**src/rtl/core/bdc_pkg.sv**
```systemverilog
// Shared constants and types for the B-dot detumble controller.
package bdc_pkg;

    localparam int COEF_W    = 24;
    localparam int DRIVE_W   = 16;
    localparam int NUM_AXES  = 3;
    localparam int FRAC_BITS = 15;
    // one integer step plus one step per fraction bit
    localparam int DIV_STEPS = FRAC_BITS + 1;
    // multiply, merge, divider steps, output format
    localparam int PIPE_STAGES = 2 + DIV_STEPS + 1;
    localparam int CFG_IDX_W = 2;

    localparam logic [63:0]        FULL_DRIVE     = 64'h0000_0000_8000_0000;
    localparam logic [FRAC_BITS-1:0] DRIVE_MAX    = 15'h7FFF;
    localparam logic [DRIVE_W-1:0] DRIVE_POS_FULL = 16'h7FFF;
    localparam logic [DRIVE_W-1:0] DRIVE_NEG_FULL = 16'h8001;
    localparam logic [DRIVE_W-1:0] DRIVE_NEG_OVF  = 16'h8000;
    localparam logic [COEF_W-1:0]  COEF_RESET     = 24'd65536;

    typedef enum logic [CFG_IDX_W-1:0] {
        CFG_COEF_X = 2'd0,
        CFG_COEF_Y = 2'd1,
        CFG_COEF_Z = 2'd2
    } cfg_idx_t;

endpackage

```
**src/rtl/core/bdc_mult.sv**
```systemverilog
// One axis lane: magnitude of -coef * rate, registered.
module bdc_mult #(
    parameter int SAMPLE_BITS = 24
) (
    input  logic                                       clk,
    input  logic                                       en,
    input  logic signed [SAMPLE_BITS-1:0]              rate,
    input  logic [bdc_pkg::COEF_W-1:0]                 coef,
    output logic [bdc_pkg::COEF_W+SAMPLE_BITS-2:0]     mag_reg,
    output logic                                       neg_reg
);
    import bdc_pkg::*;

    localparam int MAG_W  = COEF_W + SAMPLE_BITS - 1;
    localparam int PROD_W = COEF_W + SAMPLE_BITS;

    logic                   rate_neg;
    logic [SAMPLE_BITS-1:0] rate_u;
    logic [SAMPLE_BITS-1:0] rate_mag;
    logic [PROD_W-1:0]      prod;
    logic [MAG_W-1:0]       mag_next;
    logic                   neg_next;

    always_comb
    begin
        rate_u   = rate;
        rate_neg = rate_u[SAMPLE_BITS-1];
        rate_mag = rate_neg ? (~rate_u + 1'b1) : rate_u;
        prod     = PROD_W'(coef) * PROD_W'(rate_mag);
        mag_next = prod[MAG_W-1:0];
        // drive opposes the rate
        neg_next = !rate_neg && (mag_next != '0);
    end

    always_ff @(posedge clk)
    begin
        if (en)
        begin
            mag_reg <= mag_next;
            neg_reg <= neg_next;
        end
    end

endmodule

```
**config.mk**
```make
export PLATFORM = sky130hd
export DESIGN_NAME = bdc_mult
export DESIGN_NICKNAME = d
export VERILOG_FILES = /design/src/rtl/core/bdc_pkg.sv /design/src/rtl/core/bdc_mult.sv
export SDC_FILE = /design/constraint.sdc
export NUM_CORES = 1
export LEC_CHECK = 0
export ABC_CLOCK_PERIOD_IN_PS = 11600
export BUFFER_PORTS_ARGS = -buffer_cell sky130_fd_sc_hd__buf_2
export CORE_UTILIZATION = 60
export DETAILED_ROUTE_END_ITERATION = 16
export GPL_TIMING_DRIVEN = 0
export PLACE_DENSITY = 0.78
export SLEW_MARGIN = 30
export SYNTH_ARGS = -nofsm -noshare
export SYNTH_HDL_FRONTEND = slang
export SYNTH_SLANG_ARGS = --single-unit
export TNS_END_PERCENT = 30
```
**constraint.sdc**
```tcl
create_clock -name clk -period 11.6 [get_ports clk]
set_input_delay 0.58 -clock clk [delete_from_list [all_inputs] [get_ports clk]]
set_output_delay 0.58 -clock clk [all_outputs]
set_load 0.1 [all_outputs]
```
Word level (Yosys, flattened, before mapping)
Cells that the tools add are included.
- word-level logic and storage cells: 9
- output and inout port bits: 48
- input bits: 50
- bits in registers: 48
- multiplexer cells: 1
- $mul: 1
- reduce and logical (&&, ||, !) cells: 3
- bitwise gates (word level): 1
- add/sub/neg operators: 1
- operator list (operator ; number):
    24-bit by 24-bit multiplier with 47-bit output ; 1
    47-bit nonzero test ; 1
    24-bit by 1-bit adder with 24-bit output, second input constant ; 1
    24-bit two-way mux ; 1
    24-bit NOT ; 1
    1-bit logical AND ; 1
    1-bit zero test ; 1

Logic depth before layout (Yosys ltp)
- word-level depth: 6
- gate-level depth with buffers: 35
- depth with buffers taken out: 32

Least setup slack after synthesis
Ideal clock, no wire load.
- path kind: input to register
- start point: input port rate[3]
- end point: register neg_reg, data pin
- slack: 2.203 ns
- buffers on the path: 2
- data required time: 11.326 ns
- arrival: 9.124 ns
- library setup time: 0.274 ns
- cell stages on the path: 31
- path through: or4_1 -> or3_1 -> or4_1 -> o31ai_1 -> xnor2_1 -> clkbuf_1 -> nand2_1 -> fa_1 -> inv_1 -> fa_1 -> inv_1 -> fa_1 -> inv_1 -> fa_1 -> fa_1 -> inv_1 -> fa_1 -> inv_1 -> fa_1 -> ha_1 -> clkbuf_1 -> a21oi_1 -> o211ai_1 -> a211oi_2 -> a21oi_1 -> a221oi_1 -> nand4bb_1 -> nor4bb_1 -> nand4b_1 -> nor4bb_1 -> a41oi_1
- longest elaborated chain between the ends: 6
- RTL lines (item ; RTL line ; source):
    start, declared ; bdc_mult.sv:7 ; input logic signed [SAMPLE_BITS-1:0] rate,
    24-bit NOT ; bdc_mult.sv:28 ; rate_mag = rate_neg ? (~rate_u + 1'b1) : rate_u;
    24-bit by 1-bit adder with 24-bit output ; bdc_mult.sv:28 ;
    24-bit two-way mux (*) ; bdc_mult.sv:28 ;
    24-bit by 24-bit multiplier with 47-bit output (*) ; bdc_mult.sv:29 ; prod = PROD_W'(coef) * PROD_W'(rate_mag);
    47-bit nonzero test (*) ; bdc_mult.sv:32 ; neg_next = !rate_neg && (mag_next != '0);
    1-bit logical AND (*) ; bdc_mult.sv:32 ;
    via neg_next ; bdc_mult.sv:22 ; logic neg_next;
    end signal, assigned ; bdc_mult.sv:40 ; neg_reg <= neg_next;
    end, declared ; bdc_mult.sv:10 ; output logic neg_reg
The timed path passes the listed nets; every way through them passes the cells marked *.
A chain may end at the register's enable or synchronous reset.

Worst setup path after layout
Ends and elaborated chain as after synthesis.

==> reports/metrics.yaml <==
cts:
  cts-buffers-inserted: 5
  cts_buffer_depth: 2
  clock-root-buffer: "clkbuf_16"
  h-tree-depth: 2
  clk_pin_slew_worst_paths_ns: 0.06
  cts_tree: "yes"
  clock-sinks: 48
  holdBufCountCts: 0
timing:
  slew_headroom_pct: 31.0
  timing.fmax_mhz: 88.7
  period_minus_slack_ns: 11.28
  setup_tns_ns: 0
  min_period_over_period_pct: 97.2
  drv_slew: 0
  setup_viol: 0
  worst_pin_slew_ns: 1.03
  final_hold_viol_count: 0
  rsz0062_at_grt: "false"
grt:
  grt_max_degree: 49
  grt-ovfl-total: 0
  antenna_found_initial: 3
  grt_pass1_wl_um: 103000
  grt_pass1_vias: 18400
  track_usage_pct: 38.9
flow_run:
  cap_violations: 0
drt:
  drc: 0
  initialDrtViolationCount: 1649
  vias_per_cell: 5.97
  wl_um: 66900
  drt_pass1_iterations: 6
  num_vias: 17500
  wl_per_cell_um: 22.9
  antenna_left: 0
synth:
  synth-edff-count: 48
  synthXorXnorAreaFrac_pct: 2.57
  syn_area_per_cell_um2: 8.96
  synth_top_area_cell: "fa_1"
  synth.net_count: 3061
  ys_seq_elements: 48
  synth_area_mm2: 0.0212
  yosysUniqueCellTypes: 67
  synthSimpleGateAreaFrac_pct: 17.3
  yosys_warnings: 0
  synth_area_leaders: "fa_1, ha_1, inv_1"
  muxShareOfSynthArea_pct: 0.154
  ys_async_sr_fraction_pct: 0
  synth_top_family_by_area: "adder cells"
  syn_inst: 2360
  yosysSeqAreaShare_pct: 6.81
  yosysTopAreaCellShare_pct: 45.5
  synth_compound_area_share_pct: 5.94
  synth-main-ff-cell: "edfxtp_1"
  synthAdderAreaFrac_pct: 55.6
place:
  dpl_cell_area_mm2: 0.0223
  dp_hpwl_um: 55400
  numPortBuffers: 97
  finalWeightedCongestion: 1.05
run_status:
  status: "complete, no violations"
min_path:
  hold_path.class: "in2reg"
  min_from: "coef[0]"
floorplan:
  die_area_mm2: 0.0360
  dieWidth_um: 190
  pin_count: 98
  start_util_pct: 61.1
  core_area_mm2: 0.0346
  dieHeight_um: 190
  rows: 68
setup_path:
  slowest_delay_ns: 0.78
  path_buf_inv: 6
  worst_ep_arrival_time_ns: 11.30
  worst_setup_path_end_kind: "register"
  worstPathRequired_ns: 11.62
  crit_type: "in2reg"
  startpoint: "rate[3]"
  worst_path_max_delay_cell: "clkbuf_1"
  start_kind: "input port"
  cp_max_fo: 10
  path_delay_family: "adder cells"
  cp_common_cell: "fa_1"
cells_and_area:
  area_growth_pct: 6.39
  drive_gt1_share_pct: 6.08
  final_core_util_pct: 65.0
  final_common_cell: "inv_1"
  largest_reg_flops: 47
  nets: 3169
  layout_common_cells: "inv_1, fa_1, nand2_1, and2_1, ha_1"
  stdcell_area_mm2: 0.0225
-- cells by family after synthesis --
kind of cell / count (synthesis)
fa+ha+maj: 651
flops: 48
compound gates: 186
buf+inv: 653
mux: 3
simple gates: 757
xor+xnor: 62
-- synthesized netlist by cell type (7+ instances only) --
cell / instances
or3_1: 8
a21oi_1: 45
xor2_1: 17
nand2_1: 397
o21ai_0: 35
edfxtp_1: 48
xnor2_1: 45
nor2_1: 37
nor2b_1: 52
a21o_1: 16
inv_1: 538
a211oi_1: 9
a31oi_1: 7
nand2b_1: 9
fa_1: 481
nand4_1: 7
and3_1: 9
o211ai_1: 9
o31ai_1: 12
and2_1: 181
nand3_1: 13
nor3_1: 16
ha_1: 170
clkbuf_1: 113
-- metrics by stage --
stage	std cells	hold slack (ns)	setup slack (ns)
detailed placement	2912	1.06	-0.177
global route	2924	0.766	0.0368
global placement	2912	1.04	-0.117
finish	2925	0.760	0.321
CTS	2920	0.762	0.0672
floorplan	2360	0.692	2.20
-- final cells by class --
cell class | count | area [µm²]
Multi-Input combinational cell | 1659 | 17400
Timing Repair Buffer | 101 | 518
Sequential cell | 48 | 1440
Fill cell | 2915 | 12100
Tap cell | 455 | 569
Inverter | 538 | 2020
Clock inverter | 3 | 13.8
Antenna cell | 1 | 2.50
Clock buffer | 5 | 125
Buffer | 115 | 455
-- routing by layer --
| metal | routed length (µm) | share of wire [%] | track usage, % |
|---|---|---|---|
| met5 | 0 | 0 | 0 |
| met4 | 5230 | 7.8 | 26.4 |
| met3 | 8460 | 13 | 10.5 |
| met2 | 29500 | 44 | 58.2 |
| met1 | 23700 | 35 | 49.4 |
-- repair_timing --
action / CTS / global route
endpoints found under the setup margin: 0 / 1
setup buffers: 0 / 4
endpoints found under the hold margin: 0 / 0
resized for setup: 0 / 37
-- path summary, 6_finish.rpt --
path                     end  slack (ns)  cells past startpoint
setup / recovery     neg_reg        0.32                     30
hold / removal    mag_reg[0]        0.76                      2
Power is left out: the tool's default activity adds up to more than one toggle a clock period on the data nets, which glitch-free logic cannot reach.
