==> config.mk <==
export PLATFORM = sky130hd
export DESIGN_NAME = bdc_merge
export DESIGN_NICKNAME = d
export VERILOG_FILES = /design/src/rtl/core/bdc_pkg.sv /design/src/rtl/core/bdc_merge.sv
export SDC_FILE = /design/constraint.sdc
export NUM_CORES = 1
export LEC_CHECK = 0
export BUFFER_PORTS_ARGS = -buffer_cell sky130_fd_sc_hd__buf_2
export CAP_MARGIN = 20
export CORE_ASPECT_RATIO = 0.8
export CORE_MARGIN = 4
export CORE_UTILIZATION = 25
export CTS_BUF_LIST = sky130_fd_sc_hd__clkbuf_2 sky130_fd_sc_hd__clkbuf_4 sky130_fd_sc_hd__clkbuf_8
export DETAILED_ROUTE_END_ITERATION = 6
export PLACE_DENSITY_LB_ADDON = 0.25
export SLEW_MARGIN = 20
export SYNTH_ARGS = -nofsm -noshare
export SYNTH_HDL_FRONTEND = slang
export SYNTH_SLANG_ARGS = --single-unit
==> constraint.sdc <==
create_clock -name clk -period 4.44 [get_ports clk]
set_input_delay 0.888 -clock clk [delete_from_list [all_inputs] [get_ports clk]]
set_output_delay 0.888 -clock clk [all_outputs]
set_load 0.01 [all_outputs]
==> src/rtl/core/bdc_pkg.sv <==
// Shared constants and types for the B-dot detumble controller.
package bdc_pkg;

    localparam int COEF_W    = 24;
    localparam int DRIVE_W   = 16;
    localparam int NUM_AXES  = 3;
    localparam int FRAC_BITS = 15;
    // one integer step plus one step per fraction bit
    localparam int DIV_STEPS = FRAC_BITS + 1;
    // multiply, merge, divider steps, output format
    localparam int PIPE_STAGES = 2 + DIV_STEPS + 1;
    localparam int CFG_IDX_W = 2;

    localparam logic [63:0]        FULL_DRIVE     = 64'h0000_0000_8000_0000;
    localparam logic [FRAC_BITS-1:0] DRIVE_MAX    = 15'h7FFF;
    localparam logic [DRIVE_W-1:0] DRIVE_POS_FULL = 16'h7FFF;
    localparam logic [DRIVE_W-1:0] DRIVE_NEG_FULL = 16'h8001;
    localparam logic [DRIVE_W-1:0] DRIVE_NEG_OVF  = 16'h8000;
    localparam logic [COEF_W-1:0]  COEF_RESET     = 24'd65536;

    typedef enum logic [CFG_IDX_W-1:0] {
        CFG_COEF_X = 2'd0,
        CFG_COEF_Y = 2'd1,
        CFG_COEF_Z = 2'd2
    } cfg_idx_t;

endpackage

==> src/rtl/core/bdc_merge.sv <==
// Merge stage: largest magnitude, scale decision and unscaled drive per lane.
module bdc_merge #(
    parameter int MAG_W = 47
) (
    input  logic                                      clk,
    input  logic                                      en,
    input  logic [bdc_pkg::NUM_AXES-1:0][MAG_W-1:0]   mag,
    input  logic [bdc_pkg::NUM_AXES-1:0]              neg,
    output logic [bdc_pkg::NUM_AXES-1:0][MAG_W-1:0]   mag_reg,
    output logic [bdc_pkg::NUM_AXES-1:0]              neg_reg,
    output logic [bdc_pkg::NUM_AXES-1:0][bdc_pkg::FRAC_BITS-1:0] dns_reg,
    output logic [MAG_W-1:0]                          largest_reg,
    output logic                                      scaled_reg
);
    import bdc_pkg::*;

    logic [NUM_AXES-1:0][63:0]        m64;
    logic [NUM_AXES-1:0]              over;
    logic [NUM_AXES-1:0][16:0]        d17;
    logic [NUM_AXES-1:0][FRAC_BITS-1:0] dns_next;
    logic                             ge01;
    logic                             ge02;
    logic                             ge12;
    logic [MAG_W-1:0]                 largest_next;

    always_comb
    begin
        for (int i = 0; i < NUM_AXES; i++)
        begin
            m64[i]  = 64'(mag[i]);
            over[i] = m64[i] > FULL_DRIVE;
            // floor of a negative drive rounds magnitude up
            d17[i]  = m64[i][32:16] + 17'(neg[i] && (m64[i][15:0] != '0));
            dns_next[i] = (d17[i] > 17'(DRIVE_MAX)) ? DRIVE_MAX : d17[i][FRAC_BITS-1:0];
        end
        ge01 = mag[0] >= mag[1];
        ge02 = mag[0] >= mag[2];
        ge12 = mag[1] >= mag[2];
        if (ge01 && ge02)
            largest_next = mag[0];
        else if (!ge01 && ge12)
            largest_next = mag[1];
        else
            largest_next = mag[2];
    end

    always_ff @(posedge clk)
    begin
        if (en)
        begin
            mag_reg     <= mag;
            neg_reg     <= neg;
            dns_reg     <= dns_next;
            largest_reg <= largest_next;
            scaled_reg  <= |over;
        end
    end

endmodule

# == Word-level counts from Yosys, hierarchy flattened ==
# Index checks and enable logic that the tools add are counted.
# totals
reg_bits,237
in_bits,146
out_inout_bits,237
wordCells,33
# classes
n_addsub,3
magnitude_cmp,9
mux,2
reduce_logical,10
# op_table
cell,count
$ge 47x47->1,3
$gt 47x32->1 const B,3
$mux 47,2
$add 17x1->17,3
$gt 17x15->1 const B,3
$reduce_bool 16->1,3
$logic_and 1x1->1,5
$reduce_or 3->1,1
$logic_not 1->1,1

# == Depth between registers and ports, before layout ==
# depth
word_depth,5
ltp_mapped,14
depth_no_buf,13

# == Worst setup path before layout ==
# No wires, ideal clock.
# synth_path
path_type,input to register
start,in mag[92] (netlist bit)
end,"reg largest_reg[20], data pin"
setup_time_ps,167
t_arrival_ps,3232
required_ps,4273
path_slack_ps,1041
cell_stages,12
n_path_buf,2
path_cell_list,inv_1 ha_1 nand4_1 or2_1 or4_4 nor3_1 nor4_1 nand2_1 mux2_2 buf_4 buf_6 a221oi_2
# synth_via
elab_chain_len,5
elab_cells_between_ends,7
classes_between,2 x order compare; 2 x mux; 3 x reduce/logical
# synth_lines
element,line,source
"start, declared",bdc_merge.sv:7,"input logic [bdc_pkg::NUM_AXES-1:0][MAG_W-1:0] mag,"
$ge 47x47->1,bdc_merge.sv:36,ge01 = mag[0] >= mag[1];
$logic_not 1->1,bdc_merge.sv:41,else if (!ge01 && ge12)
$logic_and 1x1->1,bdc_merge.sv:41,
$mux 47,bdc_merge.sv:41,
$mux 47 (*),bdc_merge.sv:39,if (ge01 && ge02)
named net largest_next[20],bdc_merge.sv:24,logic [MAG_W-1:0] largest_next;
"end signal, assigned",bdc_merge.sv:54,largest_reg <= largest_next;
"end, declared",bdc_merge.sv:12,"output logic [MAG_W-1:0] largest_reg,"
# Mark *: on every way through the listed nets, which the timed path passes. The rest lies on a longest branch.
# A chain may end at the register's enable or synchronous reset.

# == Worst setup path after layout ==
# layout_path
start,in mag[92] (netlist bit)
end,"reg largest_reg[4], data pin"
# The elaborated chain is that of the path after synthesis.

==> impl_metrics.json <==
{
  "outcome": "finished clean",
  "critPathCaptureType": "flop",
  "synthArstFlopShare": 0,
  "syn_area_um2": 12700,
  "vdd_ir_drop_max_v": 0.000197,
  "grt_pass1_vias": 10600,
  "worstPathMaxFanout": 26,
  "final_hold_viol_count": 0,
  "die_width_um": 260,
  "synth_fp_nets": 1307,
  "multi_input_area_um2": 5080,
  "slew_headroom": 0.389,
  "critPathSlowestCell": "or4_4",
  "yosysUniqueCellTypes": 50,
  "rows": 73,
  "drv_slew": 0,
  "ctsHoldBuffers": 0,
  "path_clk_slew_ns": 0.07,
  "synth_ff_type": "edfxtp_1",
  "core_um2": 49900,
  "die_h_um": 209,
  "fillers": 5108,
  "dp_hpwl_mm": 37.7,
  "drive_above_1_share": 0.348,
  "cts_tree": "built",
  "overflow": 0,
  "root_buffer": "clkbuf_8",
  "gp_congestion": 0.820,
  "antenna_found_initial": 4,
  "hp-class": "in -> reg",
  "drc": 0,
  "seq_area_frac_synth": 0.562,
  "final_nets": 1747,
  "pin_count": 383,
  "power_leakage_nw": 7.11,
  "startpoint_type": "primary input",
  "crit_required_ns": 4.80,
  "largest_reg_flops": 141,
  "grt_pass1_wl_mm": 70.4,
  "synth_cells": 1013,
  "layout_min_cycle_time_ns": 3.73,
  "area_delta_synth_final_pct": 31.0,
  "post_cts_buffers": 0,
  "ant_nets": 0,
  "cts_resized": 0,
  "vias": 10200,
  "portBuffers": 382,
  "via_per_inst": 4.72,
  "worstSetupPathType": "in -> reg",
  "drt-total-wl_mm": 48.0,
  "setup_viol": 0,
  "syn_avg_cell_area_um2": 12.5,
  "grt_use_total": 0.173,
  "detail_route.wl_per_cell_um": 22.2,
  "arrival_ns": 4.10,
  "max_stage_delay_ns": 0.61,
  "dr.pass1.iters": 4,
  "cap_viol_max_count": 0,
  "power.density_nw_per_um2": 381,
  "cts.sinks": 237,
  "layout_common_cells": "381 x buf_2, 237 x edfxtp_1, 148 x ha_1, 97 x inv_1, 76 x nand2_1",
  "fin_hold_ws_ns": 0.496,
  "htree_levels": 2,
  "max_freq_mhz": 268,
  "cts.path.max_buffers": 3,
  "grt_setup_unrepaired": "no",
  "yosysWarnings": 0,
  "initial_utilization": 0.254,
  "numCtsBuffers": 45,
  "fin_setup_tns_ns": 0,
  "synth_edf_count": 237,
  "ys_ff_latch": 237,
  "cp_cell_sequence": "buf_2, inv_1, ha_1, nand4_1, or2_1, or4_4, nor3_1, nor4_1, buf_4, nand2_1, mux2_2, buf_12, a221oi_1",
  "worstMarginPinSlew_ns": 0.909,
  "grt_max_degree": 83,
  "min_period_over_period": 0.841,
  "die_area_um2": 54400,
  "seq_area_um2": 7120,
  "drtIter0Drc": 568,
  "layout_commonest_cell": "buf_2"
}
-- critical path: cells and delay by family --
kind                     cells  cell delay [ns]
AO/OA/AOI/OAI                1             0.35
multiplexers                 1             0.39
buffers and inverters        4             0.55
adder cells (fa/ha/maj)      1             0.30
AND/OR/NAND/NOR              6             1.60
-- metal layers --
metal	part of all wire	wire, um	vias to the layer above	global-route usage
li1	-	-	4790	-
met1	0.48	23000	4996	0.250
met2	0.43	20600	365	0.260
met3	0.074	3530	54	0.0448
met4	0.017	809	2	0.0409
met5	0.00027	13	-	0
-- synth_stat cells (all sizes together), types with 2 or more instances --
cell     number  area [um2]
o21a          2        15.0
nand2b        6        37.5
a211oi        4        30.0
a31oi         4        25.0
nor2         67         251
nand4        40         250
a221o         2        20.0
or4           3        26.3
o31ai         5        42.5
buf          13         111
clkbuf        6        22.5
xnor2        29         254
ha          148        1850
a21o         17         128
and4          5        43.8
nor4         40         250
nor2b         4        25.0
nor3         12        60.1
and3          4        25.0
nand2        76         285
inv          97         364
xor2          9        78.8
o21ai        27         135
and2          7        43.8
a21oi        53         265
edfxtp      237        7120
a2111oi       2        18.8
a221oi       50         626
nand3        31         155
-- power breakdown --
part           total, mW  switching [mW]  internal, mW  leakage (nW)
registers           2.76          0.0544          2.71          2.33
logic               1.18           0.750         0.434          4.28
clock network       2.38           0.978          1.40         0.506
total               6.33            1.78          4.54          7.11
-- final cells by class --
class,instances,share of cell area
multi-input combinational,660,0.306
sequential,237,0.429
clock buffer,56,0.0430
inverter,97,0.0219
antenna,1,0.000151
clock inverter,23,0.0155
tap,675,0.0509
timing repair buffer,412,0.134
-- cells by family after synthesis --
logic type | synth area share
AO/OA/AOI/OAI | 0.108
XOR/XNOR | 0.0263
adder cells (fa/ha/maj) | 0.146
buffers and inverters | 0.0393
flip-flops | 0.562
multiplexers | 0.000889
AND/OR/NAND/NOR | 0.117
-- path summary, 6_finish.rpt --
check	start	endpoint	slack, ns	depth (start not counted)
min	neg[2]	neg_reg[2]	0.50	1
max	mag[92]	largest_reg[4]	0.71	13
-- metrics by stage --
stage / power, mW / util / instance area, um2 / worst slack [ns] / std cells
2_1_floorplan: 3.36 / - / 12700 / 1.04 / 1013
3_5_place_dp: 4.00 / 0.313 / 15600 / 0.0284 / 2081
4_1_cts: 6.46 / 0.333 / 16600 / 0.696 / 2160
5_1_grt: 6.68 / 0.333 / 16600 / 0.513 / 2160
6_report: 6.33 / 0.333 / 16600 / 0.707 / 2161
3_3_place_gp: 3.99 / 0.313 / 15600 / 0.0417 / 2081
Note: power is estimated with default switching activity, not from simulation.
