<file path="src/rtl/core/bdc_pkg.sv">
// Shared constants and types for the B-dot detumble controller.
package bdc_pkg;

    localparam int COEF_W    = 24;
    localparam int DRIVE_W   = 16;
    localparam int NUM_AXES  = 3;
    localparam int FRAC_BITS = 15;
    // one integer step plus one step per fraction bit
    localparam int DIV_STEPS = FRAC_BITS + 1;
    // multiply, merge, divider steps, output format
    localparam int PIPE_STAGES = 2 + DIV_STEPS + 1;
    localparam int CFG_IDX_W = 2;

    localparam logic [63:0]        FULL_DRIVE     = 64'h0000_0000_8000_0000;
    localparam logic [FRAC_BITS-1:0] DRIVE_MAX    = 15'h7FFF;
    localparam logic [DRIVE_W-1:0] DRIVE_POS_FULL = 16'h7FFF;
    localparam logic [DRIVE_W-1:0] DRIVE_NEG_FULL = 16'h8001;
    localparam logic [DRIVE_W-1:0] DRIVE_NEG_OVF  = 16'h8000;
    localparam logic [COEF_W-1:0]  COEF_RESET     = 24'd65536;

    typedef enum logic [CFG_IDX_W-1:0] {
        CFG_COEF_X = 2'd0,
        CFG_COEF_Y = 2'd1,
        CFG_COEF_Z = 2'd2
    } cfg_idx_t;

endpackage

</file>
<file path="src/rtl/core/bdc_div.sv">
// One axis lane: pipelined restoring divider mag/largest in Q1.15 and output format.
module bdc_div #(
    parameter int MAG_W = 47
) (
    input  logic                              clk,
    input  logic [bdc_pkg::DIV_STEPS:0]       en,
    input  logic [MAG_W-1:0]                  mag,
    input  logic [MAG_W-1:0]                  largest,
    input  logic                              scaled,
    input  logic                              neg,
    input  logic [bdc_pkg::FRAC_BITS-1:0]     dns,
    output logic signed [bdc_pkg::DRIVE_W-1:0] drive_reg,
    output logic                              scaled_out_reg
);
    import bdc_pkg::*;

    logic [MAG_W-1:0]     rem_reg    [DIV_STEPS];
    logic [DIV_STEPS-1:0] q_reg      [DIV_STEPS];
    logic [MAG_W-1:0]     m_reg      [DIV_STEPS];
    logic                 scaled_reg [DIV_STEPS];
    logic                 neg_reg    [DIV_STEPS];
    logic [FRAC_BITS-1:0] dns_reg    [DIV_STEPS];

    genvar k;
    generate
        for (k = 0; k < DIV_STEPS; k++)
        begin : g_step
            logic [MAG_W-1:0]     rem_next;
            logic [DIV_STEPS-1:0] q_next;
            logic [MAG_W:0]       sh;
            logic [MAG_W:0]       diff;
            logic                 ge;

            if (k == 0)
            begin : g_first
                always_comb
                begin
                    sh       = {1'b0, mag};
                    diff     = sh - {1'b0, largest};
                    ge       = mag >= largest;
                    rem_next = ge ? diff[MAG_W-1:0] : mag;
                    q_next   = DIV_STEPS'(ge);
                end

                always_ff @(posedge clk)
                begin
                    if (en[k])
                    begin
                        rem_reg[k]    <= rem_next;
                        q_reg[k]      <= q_next;
                        m_reg[k]      <= largest;
                        scaled_reg[k] <= scaled;
                        neg_reg[k]    <= neg;
                        dns_reg[k]    <= dns;
                    end
                end
            end
            else
            begin : g_next
                always_comb
                begin
                    sh       = {rem_reg[k-1], 1'b0};
                    diff     = sh - {1'b0, m_reg[k-1]};
                    ge       = sh >= {1'b0, m_reg[k-1]};
                    rem_next = ge ? diff[MAG_W-1:0] : sh[MAG_W-1:0];
                    q_next   = {q_reg[k-1][DIV_STEPS-2:0], ge};
                end

                always_ff @(posedge clk)
                begin
                    if (en[k])
                    begin
                        rem_reg[k]    <= rem_next;
                        q_reg[k]      <= q_next;
                        m_reg[k]      <= m_reg[k-1];
                        scaled_reg[k] <= scaled_reg[k-1];
                        neg_reg[k]    <= neg_reg[k-1];
                        dns_reg[k]    <= dns_reg[k-1];
                    end
                end
            end
        end
    endgenerate

    logic [FRAC_BITS-1:0]  dq;
    logic [FRAC_BITS-1:0]  d;
    logic [DRIVE_W-1:0]    d16;
    logic [DRIVE_W-1:0]    drive_next;

    always_comb
    begin
        // largest axis gives a quotient of exactly one
        dq = (q_reg[DIV_STEPS-1] > DIV_STEPS'(DRIVE_MAX)) ? DRIVE_MAX
                                                          : q_reg[DIV_STEPS-1][FRAC_BITS-1:0];
        d  = scaled_reg[DIV_STEPS-1] ? dq : dns_reg[DIV_STEPS-1];
        d16 = {1'b0, d};
        drive_next = neg_reg[DIV_STEPS-1] ? (~d16 + 1'b1) : d16;
    end

    always_ff @(posedge clk)
    begin
        if (en[DIV_STEPS])
        begin
            drive_reg      <= drive_next;
            scaled_out_reg <= scaled_reg[DIV_STEPS-1];
        end
    end

endmodule

</file>
<file path="config.mk">
export PLATFORM = sky130hd
export DESIGN_NAME = bdc_div
export DESIGN_NICKNAME = d
export VERILOG_FILES = /design/src/rtl/core/bdc_pkg.sv /design/src/rtl/core/bdc_div.sv
export SDC_FILE = /design/constraint.sdc
export NUM_CORES = 2
export LEC_CHECK = 0
export BUFFER_PORTS_ARGS = -buffer_cell sky130_fd_sc_hd__buf_2
export CAP_MARGIN = 20
export CORE_MARGIN = 4
export CORE_UTILIZATION = 49
export DETAILED_ROUTE_END_ITERATION = 8
export PLACE_DENSITY_LB_ADDON = 0.3
export SLEW_MARGIN = 20
export SYNTH_ARGS = -nofsm -noshare
export SYNTH_HDL_FRONTEND = slang
export SYNTH_SLANG_ARGS = --single-unit
export TNS_END_PERCENT = 100
</file>
<file path="constraint.sdc">
create_clock -name clk -period 7.64 [get_ports clk]
set_clock_uncertainty 0.1 [all_clocks]
set_input_delay 0.764 -clock clk [delete_from_list [all_inputs] [get_ports clk]]
set_output_delay 0.764 -clock clk [all_outputs]
set_load 0.005 [all_outputs]
</file>
# Word level (Yosys, flattened, before mapping)
# Memory sizes are Yosys's and may differ from the RTL's.
# Index checks and enable logic that the tools add are counted.
[op_classes]
add_sub_neg = 17
muxes = 51
bitwise = 1
order_cmp = 17
[op_table]
columns = ["cell", "n"]
rows = [
  ["$mux 47", 16],
  ["$sub 47x47->47", 16],
  ["$ge 48x47->1", 15],
  ["$ge 47x47->1", 1],
  ["$mux 15", 3],
  ["$mux 1", 32],
  ["$add 16x1->16 const B", 1],
  ["$gt 16x15->1 const B", 1],
  ["$not 15->16", 1],
]
[totals]
mem_count = 6
elab_cells = 95
ramBits = 2032
regBits = 17
in_bits = 129
[memory_table]
columns = ["memory", "words", "word_bits", "rd", "rd_clocked_by_memory_dff", "wr", "line_no", "text"]
rows = [
  ["m_reg", 16, 47, 15, 0, 16, "bdc_div.sv:19", "logic [MAG_W-1:0] m_reg [DIV_STEPS];"],
  ["rem_reg", 16, 47, 15, 0, 16, "bdc_div.sv:17", "logic [MAG_W-1:0] rem_reg [DIV_STEPS];"],
  ["q_reg", 16, 16, 16, 0, 16, "bdc_div.sv:18", "logic [DIV_STEPS-1:0] q_reg [DIV_STEPS];"],
  ["dns_reg", 16, 15, 16, 0, 16, "bdc_div.sv:22", "logic [FRAC_BITS-1:0] dns_reg [DIV_STEPS];"],
  ["neg_reg", 16, 1, 16, 0, 16, "bdc_div.sv:21", "logic neg_reg [DIV_STEPS];"],
  ["scaled_reg", 16, 1, 16, 0, 16, "bdc_div.sv:20", "logic scaled_reg [DIV_STEPS];"],
]

# Logic depth before layout (Yosys ltp)
# An unclocked memory read counts as a cell.
[logic_depth]
word_depth = 7
mapped_depth = 16

# Worst setup path after synthesis
# No wires, ideal clock.
[synth_path]
path_type = "register to register"
from = "mem rem_reg[9][0], in the netlist rem_reg[1][47]"
to = "mem rem_reg[10][41], in the netlist rem_reg[1][135], data pin"
n_path_buf = 2
t_arrival_ns = 3.547
stages_incl_launch_ff = 15
path_slack_ns = 3.733
cell_sequence = "edfxtp_1 -> fa_1 -> a211oi_1 -> nor3b_1 -> o21bai_1 -> a211oi_1 -> o21ai_0 -> o21ai_1 -> a31o_2 -> a21oi_1 -> o21ai_0 -> a21oi_1 -> buf_2 -> buf_2 -> mux2_2"
[synth_lines]
columns = ["element", "line_no"]
rows = [
  ["start, declared", "bdc_div.sv:17"],
]

==> summary.md <==
| Metric | Value |
|---|---|
| Upper clock frequency limit | `approximately 190 MHz` |
| Power density of the placed cells | `418 nW/um^2` |
| Worst-case register-to-register setup slack | `between 2 and 2.5 ns` |
| Shortest period the worst path allows | `5.30 ns` |
| Number of instances in the placed design | `about 12,000` |
| # fillers | `17,900` |
| Overall overflow remaining after global route | `0` |
| Antenna violations before repair | `0` |
| Die ar. | `221,000 sq um` |
| Post-CTS Setup Inserts | `0` |
| Vias per std cell | `approximately 5.6` |
| Initial detailed-routing violation count | `about 4,000` |
| Resized Gates After CTS | `0` |
| Total count of max-transition violations in the final report | `0` |
| Io pins | `146` |
| Sequential element share of the synthesized area | `0.526` |
| Arr. time, crit path | `~5.8 ns` |
| Wire per inst | `18.2 um` |
| Maximum clock insertion buffer count | `3` |
| Ant diodes | `0` |
| Number of routed nets with antenna violations | `0` |
| Overall Global Routing Usage | `0.204` |
| Clk sink count | `1,835` |
| Source-to-sink clock delay at the later pin of the worst-skew pair | `roughly 0.86 ns` |
| Pin count of the biggest net entering global routing | `just over 90` |
| Standby leakage power | `47.6 nW` |
| Number of port buffers | `approximately 150` |
| Height of the die | `470 um` |
| Average cell area after synthesis | `11.1 sq um` |
| Total half-perimeter wirelength after legalization and detailed placement | `178,000 um` |
| GPL Wtd Cong | `around 0.98` |
| Hold-critical path endpoint | `rem_reg[0][23]` |
| Overall die width | `470 um` |
| Via count of the first global-routing pass | `72,000` |
| Dominant synthesized flop cell | `edfxtp_1` |
| Type of the worst setup path | `reg2reg` |
| Slew of the pin with the lowest slew margin | `between 0.9 and 1 ns` |
| Post-Synthesis Net Count | `10,300` |
| Via total after detailed routing | `70,100` |
| Site Rows | `between 150 and 200` |
| Share of the clock period used by the worst path after layout | `0.694` |
| Library cell used as clock root buffer | `clkbuf_16` |
| Final setup violation count | `0` |
| Fraction of layout cells with a size suffix above 1 | `0.0879` |
| Worst reg2reg path depth | `14` |
| Number of synthesis warnings | `0` |
| Slew headroom | `0.334` |
| Clock-pin slew reported for the worst setup and hold paths after clock tree synthesis | `0.06 ns` |
| Summed instance area of the synthesized netlist | `105,000 sq um` |
| Deepest level of the CTS H-tree | `4` |
| Post-route DRC | `0` |
| Maximum ir drop on the vdd rail | `approximately 290 uV` |
| Number of non-filler instances in the completed layout | `12,600` |
| Final wirelength | `between 200,000 and 250,000 um` |
| Status | `finished, final reports clean` |
| Synth Register Bits | `between 1,500 and 2,000` |
| # nets final | `10,500` |
| Area of the core | `212,000 sq um` |
| Worst-path maximum fanout | `48` |
| Fin Hold WS | `0.127 ns` |
| CTS tree | `yes` |
| Number of enable flip-flop cells after synthesis | `1,835` |
| Count of TritonRoute iterations in the first routing pass | `6` |
| Global-route wire length before repair | `about 370,000 um` |
| Starting density of the core | `0.494` |
| Unrepaired setup endpoints after global routing | `no` |
| Type of element launching the critical path | `register` |
| Reg-to-Reg Start | `rem_reg[1][53]` |
| Fraction of registers with async set or reset after synthesis | `0` |
| Hold path start | `mag[23]` |
| Worst r2r dst | `rem_reg[1][97]` |
| CTS buffer count | `198` |
| Worst path required time | `around 8 ns` |
| Hold violation total from the final report | `0` |
| Hold/Removal Path Class | `in2reg` |
| Cells after Synth | `roughly 9,400` |
| Area of the multi-input gates | `45,200 sq um` |
| Cell count of the worst hold path | `3` |
| Area delta synth->final | `10.5%` |
| Unique masters post-synth | `86` |
| Crit end category | `register` |
| Max-cap viol count | `0` |
| Sequential cell area in the final layout | `55,100 sq um` |
| Setup TNS | `0 ns` |
worst max-delay path by stage:
stage | start | endpoint | slack, ns | depth (start not counted)
finish | rem_reg[1][53] | rem_reg[1][97] | 2.34 | 14
global route | rem_reg[1][53] | rem_reg[1][112] | 2.06 | 14
CTS | rem_reg[1][53] | rem_reg[1][113] | 2.25 | 14
detailed placement | rem_reg[1][53] | rem_reg[1][97] | 2.26 | 14
global placement | rem_reg[1][53] | rem_reg[1][97] | 2.43 | 14
floorplan | rem_reg[1][47] | rem_reg[1][135] | 3.73 | 14
repair_timing:
action,in CTS,in global routing
endpoints found under the hold margin,64,0
endpoints found under the setup margin,0,0
hold buffers,64,0
layout by cell type, fill, tap and decap left out, drive strengths merged, types with 26 or more instances in the layout:
cell type	count
edfxtp	1835
inv	930
a21oi	859
ha	752
nand2	640
o21ai	584
nor2	524
a21o	483
xnor2	380
mux2	309
xor2	264
clkbuf	237
buf	193
nand4	166
nand3	144
o21bai	127
nor2b	102
clkinv	95
nand2b	87
nor3	84
a31oi	84
o21a	77
and3	76
dlygate4sd3	64
a211oi	60
o31ai	54
and2	51
o211ai	39
nor4	28
and4	27
a221oi	26
cell families after synthesis:
| logic type | synth area share |
|---|---|
| AND/OR/NAND/NOR | 0.0908 |
| adder cells (fa/ha/maj) | 0.0927 |
| flip-flops | 0.526 |
| AO/OA/AOI/OAI | 0.157 |
| XOR/XNOR | 0.0538 |
| multiplexers | 0.0352 |
| buffers and inverters | 0.0447 |
cell usage after synthesis (all sizes together), types with 77 or more instances:
cell,instances,area (sq um)
nand3,144,721
a21o,483,3630
o21bai,127,953
xnor2,380,3330
ha,752,9410
xor2,264,2310
mux2,309,3540
nor3,84,420
inv,925,3470
nand2b,87,544
a21oi,859,4300
nand2,640,2400
clkbuf,266,1000
nor2,524,1970
nor2b,102,638
o21ai,584,2920
o21a,77,578
nand4,166,1040
a31oi,84,526
edfxtp,1835,55100
metrics by stage:
step	utilization	setup slack (ns)	cell area, sq um	power, mW
after floorplan	-	3.73	105000	33.1
after global placement	0.511	2.43	108000	38.2
after detailed placement	0.511	2.26	108000	38.6
after CTS	0.545	2.25	116000	48.5
after global routing	0.545	2.06	116000	51.8
final	0.545	2.34	116000	48.4
final cells by class:
type,count,share of cell area
Clock buffer,237,0.0441
Clock inverter,133,0.0137
Inverter,927,0.0301
Multi-Input combinational cell,6372,0.390
Sequential cell,1835,0.476
Tap cell,2821,0.0305
Timing Repair Buffer,257,0.0157
where the power goes:
group | switching [mW] | total (mW) | leakage [nW] | internal (mW)
registers | 1.31 | 16.1 | 18.0 | 14.8
logic | 12.9 | 22.7 | 26.5 | 9.80
clock network | 3.94 | 9.56 | 3.20 | 5.62
routing by layer:
layer  part of all wire  up-vias  track usage  wire [um]
met5                  0        -            0          0
met4              0.058        0        0.112      13300
met3              0.031      669       0.0240       7080
met2               0.52     1715        0.384     119000
met1               0.39    32900        0.222      89000
li1                   -    34900            -          -
worst max-delay path, cell delays in order (launching register included):
cell	delay (ns)
edfxtp_1	0.41
ha_1	0.42
and3_1	0.24
nor3b_1	0.34
o21bai_1	0.18
a211oi_1	0.53
o21ai_0	0.20
buf_4	0.20
o21ai_1	0.58
a31o_2	0.31
a21oi_1	0.13
o21ai_0	0.52
a21oi_4	0.10
buf_4	0.32
mux2_2	0.39
Note: power is estimated with default switching activity, not from simulation.
